===== src/rtl/bamf_pkg.sv =====
// Shared types and reset constants for the advertising-data manufacturer filter.
`timescale 1ns / 1ps

package bamf_pkg;

  // Walk phase, one-hot
  typedef enum logic [4:0] {
    PH_LEN     = 5'b00001,
    PH_TYPE    = 5'b00010,
    PH_SKIP    = 5'b00100,
    PH_PAYLOAD = 5'b01000,
    PH_DONE    = 5'b10000
  } phase_t;

  // Configuration register indexes
  typedef enum logic [1:0] {
    REG_PREFIX_WORD = 2'd0,
    REG_WANTED_TYPE = 2'd1,
    REG_TAG_VALUE   = 2'd2,
    REG_FLAG_MASK   = 2'd3
  } reg_idx_t;

  localparam logic [31:0] PREFIX_WORD_RST = 32'h2D01_0300;
  localparam logic [7:0]  WANTED_TYPE_RST = 8'hFF;
  localparam logic [7:0]  TAG_VALUE_RST   = 8'h22;
  localparam logic [7:0]  FLAG_MASK_RST   = 8'h42;

  localparam int unsigned PREFIX_BYTES = 4;

  typedef struct packed {
    logic [31:0] prefix_word;
    logic [7:0]  wanted_type;
    logic [7:0]  tag_value;
    logic [7:0]  flag_mask;
  } cfg_t;

  typedef struct packed {
    logic match_found;
    logic pairing_on;
  } res_t;

endpackage


===== src/rtl/bamf_walker.sv =====
// Length/type structure walker: per-byte state update and verdict.
`timescale 1ns / 1ps

module bamf_walker (
  input  logic               clk,
  input  logic               rst_n,
  input  logic               step,
  input  logic [7:0]         data_byte,
  input  logic               is_last,
  input  bamf_pkg::cfg_t     cfg,
  output bamf_pkg::res_t     res
);

  bamf_pkg::phase_t phase_r, phase_nxt;
  logic [7:0] bytes_left_r, bytes_left_nxt;
  logic [2:0] payload_index_r, payload_index_nxt;
  logic       tag_pending_r, tag_pending_nxt;
  logic       scan_done_r, scan_done_nxt;
  logic       pairing_flag_r, pairing_flag_nxt;
  logic       verdict_r, verdict_nxt;

  logic [7:0] left_dec;
  logic [7:0] want_byte;

  assign left_dec  = bytes_left_r - 8'd1;
  // prefix bytes go out MSB first
  assign want_byte = cfg.prefix_word[{~payload_index_r[1:0], 3'b000} +: 8];

  always_comb begin
    phase_nxt         = phase_r;
    bytes_left_nxt    = bytes_left_r;
    payload_index_nxt = payload_index_r;
    tag_pending_nxt   = tag_pending_r;
    scan_done_nxt     = scan_done_r;
    pairing_flag_nxt  = pairing_flag_r;
    verdict_nxt       = verdict_r;
    case (phase_r)
      bamf_pkg::PH_LEN: begin
        if (data_byte == 8'd0) begin
          verdict_nxt = 1'b0;
          phase_nxt   = bamf_pkg::PH_DONE;
        end else begin
          bytes_left_nxt = data_byte;
          phase_nxt      = bamf_pkg::PH_TYPE;
        end
      end
      bamf_pkg::PH_TYPE: begin
        bytes_left_nxt = left_dec;
        if (data_byte == cfg.wanted_type) begin
          if (left_dec < 8'(bamf_pkg::PREFIX_BYTES)) begin
            verdict_nxt = 1'b0;
            phase_nxt   = bamf_pkg::PH_DONE;
          end else begin
            payload_index_nxt = 3'd0;
            tag_pending_nxt   = 1'b0;
            scan_done_nxt     = 1'b0;
            pairing_flag_nxt  = 1'b0;
            phase_nxt         = bamf_pkg::PH_PAYLOAD;
          end
        end else if (left_dec == 8'd0) begin
          phase_nxt = bamf_pkg::PH_LEN;
        end else begin
          phase_nxt = bamf_pkg::PH_SKIP;
        end
      end
      bamf_pkg::PH_SKIP: begin
        bytes_left_nxt = left_dec;
        if (left_dec == 8'd0) begin
          phase_nxt = bamf_pkg::PH_LEN;
        end
      end
      bamf_pkg::PH_PAYLOAD: begin
        bytes_left_nxt = left_dec;
        if (!payload_index_r[2] && (data_byte != want_byte)) begin
          // prefix mismatch decides at once
          payload_index_nxt = payload_index_r + 3'd1;
          verdict_nxt       = 1'b0;
          phase_nxt         = bamf_pkg::PH_DONE;
        end else begin
          if (!payload_index_r[2]) begin
            payload_index_nxt = payload_index_r + 3'd1;
          end else if (!scan_done_r) begin
            if (tag_pending_r) begin
              pairing_flag_nxt = (data_byte & cfg.flag_mask) == cfg.flag_mask;
              tag_pending_nxt  = 1'b0;
              scan_done_nxt    = 1'b1;
            end else if (data_byte == cfg.tag_value) begin
              tag_pending_nxt = 1'b1;
            end
          end
          if (left_dec == 8'd0) begin
            verdict_nxt = 1'b1;
            phase_nxt   = bamf_pkg::PH_DONE;
          end
        end
      end
      default: begin
      end
    endcase
  end

  assign res.match_found = verdict_nxt;
  assign res.pairing_on  = verdict_nxt & pairing_flag_nxt;

  always_ff @(posedge clk) begin
    if (!rst_n || (step && is_last)) begin
      phase_r         <= bamf_pkg::PH_LEN;
      bytes_left_r    <= 8'd0;
      payload_index_r <= 3'd0;
      tag_pending_r   <= 1'b0;
      scan_done_r     <= 1'b0;
      pairing_flag_r  <= 1'b0;
      verdict_r       <= 1'b0;
    end else if (step) begin
      phase_r         <= phase_nxt;
      bytes_left_r    <= bytes_left_nxt;
      payload_index_r <= payload_index_nxt;
      tag_pending_r   <= tag_pending_nxt;
      scan_done_r     <= scan_done_nxt;
      pairing_flag_r  <= pairing_flag_nxt;
      verdict_r       <= verdict_nxt;
    end
  end

endmodule


===== src/rtl/ble_adv_manufacturer_filter_top.sv =====
// Top level: advertisement byte filter with input stage, config regs and result register.
// Usage:
//  - Input channel (in_valid/in_stall): one advertisement byte per transfer on
//    in_data_byte, with in_is_last high on the final byte.
//  - Result channel (out_valid/out_stall): one transfer per advertisement,
//    out_match_found and out_pairing_on, issued for the final byte only.
//  - Config channel (cfg_valid/cfg_ready): cfg_index selects prefix word,
//    wanted type, tag value or flag mask; cfg_data carries the value. Write
//    only while no advertisement is in flight. cfg_ready is always high.
//  - Throughput: one byte per cycle unless a final byte waits for a free
//    result slot; the walk update from the input register to the state/result
//    registers is combinational, and the verdict goes into the result register.
//  - Receiver stall: the result register holds; a final byte waits in the
//    input stage and in_stall rises, other bytes keep flowing.
//  - Reset (rst_n low, synchronous): walk state cleared, registers return to
//    their defaults, both pipeline stages empty.
`timescale 1ns / 1ps

module ble_adv_manufacturer_filter_top (
  input  logic        clk,
  input  logic        rst_n,
  input  logic        in_valid,
  output logic        in_stall,
  input  logic [7:0]  in_data_byte,
  input  logic        in_is_last,
  output logic        out_valid,
  input  logic        out_stall,
  output logic        out_match_found,
  output logic        out_pairing_on,
  input  logic        cfg_valid,
  output logic        cfg_ready,
  input  logic [1:0]  cfg_index,
  input  logic [31:0] cfg_data
);

  bamf_pkg::cfg_t cfg_r;
  bamf_pkg::res_t res;

  logic       s1_valid_r;
  logic [7:0] s1_byte_r;
  logic       s1_last_r;
  logic       out_valid_r;
  logic       out_match_r;
  logic       out_pairing_r;

  logic out_free;
  logic s1_go;
  logic in_xfer;

  assign cfg_ready = 1'b1;

  always_ff @(posedge clk) begin
    if (!rst_n) begin
      cfg_r.prefix_word <= bamf_pkg::PREFIX_WORD_RST;
      cfg_r.wanted_type <= bamf_pkg::WANTED_TYPE_RST;
      cfg_r.tag_value   <= bamf_pkg::TAG_VALUE_RST;
      cfg_r.flag_mask   <= bamf_pkg::FLAG_MASK_RST;
    end else if (cfg_valid && cfg_ready) begin
      case (bamf_pkg::reg_idx_t'(cfg_index))
        bamf_pkg::REG_PREFIX_WORD: cfg_r.prefix_word <= cfg_data;
        bamf_pkg::REG_WANTED_TYPE: cfg_r.wanted_type <= cfg_data[7:0];
        bamf_pkg::REG_TAG_VALUE:   cfg_r.tag_value   <= cfg_data[7:0];
        bamf_pkg::REG_FLAG_MASK:   cfg_r.flag_mask   <= cfg_data[7:0];
        default: begin
        end
      endcase
    end
  end

  // Only a final byte needs a free result slot to move on
  assign out_free = !out_valid_r || !out_stall;
  assign s1_go    = s1_valid_r && (!s1_last_r || out_free);
  assign in_stall = s1_valid_r && !s1_go;
  assign in_xfer  = in_valid && !in_stall;

  always_ff @(posedge clk) begin
    if (!rst_n) begin
      s1_valid_r <= 1'b0;
    end else if (in_xfer) begin
      s1_valid_r <= 1'b1;
    end else if (s1_go) begin
      s1_valid_r <= 1'b0;
    end
  end

  always_ff @(posedge clk) begin
    if (in_xfer) begin
      s1_byte_r <= in_data_byte;
      s1_last_r <= in_is_last;
    end
  end

  bamf_walker u_walker (
    .clk       (clk),
    .rst_n     (rst_n),
    .step      (s1_go),
    .data_byte (s1_byte_r),
    .is_last   (s1_last_r),
    .cfg       (cfg_r),
    .res       (res)
  );

  always_ff @(posedge clk) begin
    if (!rst_n) begin
      out_valid_r <= 1'b0;
    end else if (s1_go && s1_last_r) begin
      out_valid_r <= 1'b1;
    end else if (!out_stall) begin
      out_valid_r <= 1'b0;
    end
  end

  always_ff @(posedge clk) begin
    if (s1_go && s1_last_r) begin
      out_match_r   <= res.match_found;
      out_pairing_r <= res.pairing_on;
    end
  end

  assign out_valid       = out_valid_r;
  assign out_match_found = out_match_r;
  assign out_pairing_on  = out_pairing_r;

endmodule


===== config.mk =====
export PLATFORM = sky130hd
export DESIGN_NAME = ble_adv_manufacturer_filter_top
export DESIGN_NICKNAME = d
export VERILOG_FILES = /design/src/rtl/bamf_pkg.sv /design/src/rtl/bamf_walker.sv /design/src/rtl/ble_adv_manufacturer_filter_top.sv
export SDC_FILE = /design/constraint.sdc
export NUM_CORES = 1
export LEC_CHECK = 0
export BUFFER_PORTS_ARGS = -buffer_cell sky130_fd_sc_hd__buf_4
export CAP_MARGIN = 20
export CORE_ASPECT_RATIO = 0.7
export CORE_UTILIZATION = 54
export CTS_CLUSTER_SIZE = 12
export DETAILED_ROUTE_END_ITERATION = 12
export PLACE_DENSITY = 0.75
export SYNTH_ARGS = -nofsm -noshare
export SYNTH_HDL_FRONTEND = slang
export SYNTH_SLANG_ARGS = --single-unit
export TNS_END_PERCENT = 1

===== constraint.sdc =====
create_clock -name clk -period 2.45 [get_ports clk]
set_input_delay 0.1225 -clock clk [delete_from_list [all_inputs] [get_ports clk]]
set_output_delay 0.1225 -clock clk [all_outputs]
set_load 0.05 [all_outputs]

---- After elaboration in Yosys (flattened, before gate mapping) ----
Cells that the tools add are included.
cells by class
  equal/unequal tests ..................... 21
  reduce and logical (&&, ||, !) cells .... 33
  bitwise gates (word level) .............. 3
  multiplexer cells ....................... 45
  shifts and indexed selects .............. 1
  $lt $le $gt $ge ......................... 1
  add/subtract/negate cells ............... 2
operator list
  operator                                                                       count
  32-bit by 6-bit variable part select with 8-bit output                         1
  5-bit 2-to-1 mux                                                               6
  1-bit 2-to-1 mux                                                               26
  8-bit == test                                                                  3
  5-bit one-hot mux with 4 select lines                                          1
  8-bit logical NOT                                                              2
  8-bit one-hot mux with 2 select lines                                          1
  3-bit 2-to-1 mux                                                               5
  8-bit AND                                                                      1
  8-bit by 3-bit less-than comparator with 1-bit output (second input constant)  1
  8-bit 2-to-1 mux                                                               1
  2-bit by 1-bit inequality test with 1-bit output (second input constant)       4
  2-bit inequality test (second input constant)                                  4
  8-bit inequality test                                                          1
  2-bit AND reduction                                                            4
  4-bit AND reduction                                                            2
  8-bit by 1-bit subtractor with 8-bit output (second input constant)            1
  1-bit logical NOT                                                              7
  7-bit AND reduction                                                            1
  1-bit one-hot mux with 2 select lines                                          3
  3-bit one-hot mux with 2 select lines                                          1
  6-bit AND reduction                                                            1
  2-bit nonzero test                                                             3
  5-bit by 1-bit == test with 1-bit output (second input constant)               1
  other kinds (18)                                                               25
word-level totals
  input bits .............................. 48
  word-level logic and storage cells ...... 124
  register bits ........................... 89

---- Longest topological paths before layout ----
  depth in word-level cells ............... 9
  mapped depth ............................ 11
  depth with buffers taken out ............ 9

---- Modules after synthesis ----
Synthesis repeated with hierarchy kept, for this count alone.
unflattened totals
  cells, all modules ...................... 502
  area total of the unflattened synthesis .. 4658.2 um^2
modules (own cells, without submodules)
  module                           area each (um^2)  instances  seq. area each (um^2)  cells each
  ble_adv_manufacturer_filter_top  2708.8            1          1491.4                 254
  bamf_walker                      1949.4            1          400.4                  248

---- Worst setup path after synthesis ----
Ideal clock, no wire load.
  path type ............................... register -> register
  start point ............................. register out_valid_r (netlist: out_valid)
  end point ............................... register s1_byte_r[0], enable pin
  path slack .............................. 0.268 ns
  period minus slack after synthesis ...... 2.182 ns
  stages on the path, launching flop included .. 4
  data arrival time ....................... 1.844 ns
  data required time ...................... 2.111 ns
  path through ............................ dfxtp_1 > nand2_1 > nor2_1 > nor2b_1
on the way
  longest elaborated chain between the ends .. 8
ends and longest elaborated chain
  element                 line                                    RTL
  start, declared         ble_adv_manufacturer_filter_top.sv:42   logic out_valid_r;
  start signal, assigned  ble_adv_manufacturer_filter_top.sv:105  out_valid_r <= 1'b0;
  start signal, assigned  ble_adv_manufacturer_filter_top.sv:107  out_valid_r <= 1'b1;
  start signal, assigned  ble_adv_manufacturer_filter_top.sv:109  out_valid_r <= 1'b0;
  1-bit logical NOT       ble_adv_manufacturer_filter_top.sv:71   assign out_free = !out_valid_r || !out_stall;
  1-bit logical OR        ble_adv_manufacturer_filter_top.sv:71
  1-bit logical OR        ble_adv_manufacturer_filter_top.sv:72   assign s1_go = s1_valid_r && (!s1_last_r || out_free);
  1-bit logical AND       ble_adv_manufacturer_filter_top.sv:72
  1-bit logical NOT       ble_adv_manufacturer_filter_top.sv:73   assign in_stall = s1_valid_r && !s1_go;
  1-bit logical AND       ble_adv_manufacturer_filter_top.sv:73
  net in_stall            ble_adv_manufacturer_filter_top.sv:23   output logic in_stall,
  1-bit logical NOT       ble_adv_manufacturer_filter_top.sv:74   assign in_xfer = in_valid && !in_stall;
  1-bit logical AND       ble_adv_manufacturer_filter_top.sv:74
  net in_xfer             ble_adv_manufacturer_filter_top.sv:48   logic in_xfer;
  end signal, assigned    ble_adv_manufacturer_filter_top.sv:88   s1_byte_r <= in_data_byte;
  end, declared           ble_adv_manufacturer_filter_top.sv:40   logic [7:0] s1_byte_r;
The timed path passes the listed nets, and every way through them passes these cells.
A chain may end at the register's enable or synchronous reset.

==> metrics.txt <==
status=complete, no violations; row count=27; HP Class=input port to flop; drt initial violations=between 300 and 400; clock network power share=40.1%; Max Cap Violations=0; WS Path Type=flop to flop; drt pass-1 iters=5; crit path time final=between 2 and 2.5 ns; initial antenna violation count=0; Routed Antenna Nets=0; Starting Density=between 50% and 60%; sequential-to-total area share from yosys stat=42.4%; crit path to=out_pairing_on$_DFFE_PP_; drt total wl=about 12 mm; Worst R2R Path Depth=9; first-pass GRT wire length=18.8 mm; vias=roughly 4.1k; most frequent cell after synthesis=nand2_1; I/O Buffers=between 50 and 60; fin crit share=94.3%; Sw Share=26.1%; Setup Buffers After CTS=0; slew of the pin with the lowest slew margin=around 0.67 ns; Worst R2R Setup Slack=0.14 ns; Final Skew=0.00817 ns; cells after synthesis=540; Synth Warn #=0; Final setup viols=0; CTS tree=yes; die height=78.1 µm; layout cell share with drive strength beyond 1=18.0%; Logic pwr share=about an eighth; Total GRT Usage=27.9%; Die W=111 µm; utilization after layout=between 60% and 70%; Vias/cell=5.80; setup ws final=0.140 ns; WP data required=roughly 2.7 ns; # DRC=0; CTS buffer count=9; Max VDD drop=476 µV; Placer Congestion=a little under 0.9; largest area contributor in the netlist=dfxtp_1; CTS max path bufs=2; hpwl dp=8.31 mm; synthesized cell area=0.00446 mm²; H-tree levels=3; vias in the first global route=3766; Critical Path Start Type=flop; IO Pins=53; P&R area growth vs syn=20.7%; clock slew seen by the registers of the worst setup and hold paths=0.07 ns; Critical Path Start=u_walker.bytes_left_r[1]$_SDFFE_PP0P_; Overflow after GRT=0; Net Switching=901 µW; share of the synthesized area in the top cell type=35.0%; Pwr Density=~640 mW/mm²; Cell variety after synth=58; setup TNS=0 ns; crit-path max FO=10; ys flop type=dfxtp_1; Internal Power=around 2.5 mW; post-synth net total=592; count of flip-flops with a built-in enable after synthesis=11; largest net degree at the start of global routing=57; Root Buffer Master=clkbuf_16; Pleak=2.08 nW; Worst EP arrival=2.53 ns; flop and latch count out of synthesis=89; Post-Place Setup Slack=-0.0305 ns; Crit. End Element=flop; Post-synth top cells=nand2_1 (133), dfxtp_1 (78), a21boi_0 (38), clkbuf_1 (30), nand3_1 (27); Syn Area/Cell=around 8.3 µm²; r2r endpoint=out_pairing_on$_DFFE_PP_; clk_lat worst skew=0.35 ns; Max-slew headroom=55.5%; routed length per placed instance=16.5 µm; Flop pwr share=46.5%; Die ar.=0.00864 mm²; Final Hold Viols=0; number of diodes=0; unrepaired setup endpoints after global routing=false; dominant cells by area after synthesis=dfxtp_1 (35%), nand2_1 (11%), edfxtp_1 (7.4%); core box area=0.00794 mm²; max-slew violations=0; Post-synth ARST share=0%; Num Clock Sinks=89; FF-to-FF Start=u_walker.bytes_left_r[1]$_SDFFE_PP0P_; Nets=approximately 650; Peak Freq=433 MHz
[how the worst min path moves through the flow]
stage | start | end | depth (start not counted)
floorplan | in_data_byte[0] | s1_byte_r[0]$_DFFE_PP_ | 0
global placement | in_data_byte[2] | s1_byte_r[2]$_DFFE_PP_ | 1
detailed placement | in_data_byte[4] | s1_byte_r[4]$_DFFE_PP_ | 1
CTS | cfg_data[16] | cfg_r[40]$_SDFFE_PN1P_ | 3
global route | cfg_data[24] | cfg_r[48]$_SDFFE_PN1P_ | 3
finish | cfg_data[16] | cfg_r[40]$_SDFFE_PN1P_ | 3
[power by group through the flow]
stage	logic [mW]	registers, mW	clock network [mW]
detailed placement	0.431	1.64	0
CTS	0.454	1.60	1.40
global route	0.506	1.61	1.46
finish	0.460	1.60	1.38
floorplan	0.290	1.61	0
global placement	0.420	1.63	0
[layout make-up]
| class | count | area [µm²] |
|---|---|---|
| Clock buffer | 10 | 229 |
| Clock inverter | 6 | 65.1 |
| Fill cell | 654 | 2550 |
| Inverter | 15 | 56.3 |
| Multi-Input combinational cell | 394 | 2340 |
| Sequential cell | 89 | 1900 |
| Tap cell | 101 | 126 |
| Timing Repair Buffer | 85 | 676 |
[flip-flops by register name, summed over array words and instances (netlist names)]
name	cells
out_valid	1
s1_last_r	1
out_match_found	1
cfg_r	56
u_walker.bytes_left_r	8
u_walker.tag_pending_r	1
u_walker.payload_index_r	3
u_walker.verdict_r	1
out_pairing_on	1
s1_byte_r	8
s1_valid_r	1
u_walker.pairing_flag_r	1
u_walker.phase_r	5
u_walker.scan_done_r	1
[routing by layer]
metal / routed length [µm] / vias up / GRT usage (%)
met1: 5330 / 1918 / 38.8
met5: 0 / - / 0
met3: 809 / 16 / 6.25
met4: 167 / 0 / 8.53
li1: - / 1966 / -
met2: 5260 / 157 / 43.4
[cells in the final DEF (no fill, tap or decap), types with 3 or more instances in the layout]
cell type and n:
dlygate4sd3_1 15, edfxtp_1 11, nand3_1 27, nor3_1 6
dfxtp_1 76, xor2_1 14, o22ai_1 3, xnor2_1 12
and3_1 5, mux4_2 8, or3_1 3, o21ai_1 5
nor2_1 26, nand2_1 133, a31oi_1 5, a21oi_1 20
nand2b_1 3, buf_4 70, a211oi_1 5, ha_1 3
nor2b_1 4, nor4_1 8, nand4_1 5, clkbuf_16 9
a21boi_0 38, inv_1 15, nand3b_1 5, a221oi_1 3
o21ai_0 18
[critical path: stages, from the launching register on]
cell and delay (ns):
dfxtp_1 0.43, inv_1 0.11, ha_2 0.25, and3b_1 0.19, a31oi_1 0.14, nor3_1 0.09, and2_2 0.23, a221o_1 0.35
a31oi_1 0.22, and2_1 0.15
[through the flow]
| step | cells | hold slack, ns | power [mW] | cell area, µm² |
|---|---|---|---|---|
| global placement | 669 | 0.301 | 2.05 | 4930 |
| detailed placement | 669 | 0.302 | 2.07 | 4930 |
| global route | 700 | 0.0247 | 3.58 | 5390 |
| finish | 700 | 0.00935 | 3.45 | 5390 |
| floorplan | 540 | 0.221 | 1.90 | 4460 |
| CTS | 700 | 0.0102 | 3.46 | 5380 |
[cell families after synthesis]
| logic type | share of synthesized area, % |
|---|---|
| simple gates | 24.3 |
| other cells | 0.0840 |
| compound gates | 17.3 |
| fa+ha+maj | 1.12 |
| mux | 4.26 |
| xor+xnor | 5.10 |
| buf+inv | 5.44 |
| flops | 42.4 |
[what timing repair did]
action / 4_1_cts / 5_1_grt
hold buffers: 15 / 0
hold endpoints to repair: 15 / 0
resized for setup: 1 / 4
setup endpoints to repair: 1 / 5
(Power assumes the default switching activity.)
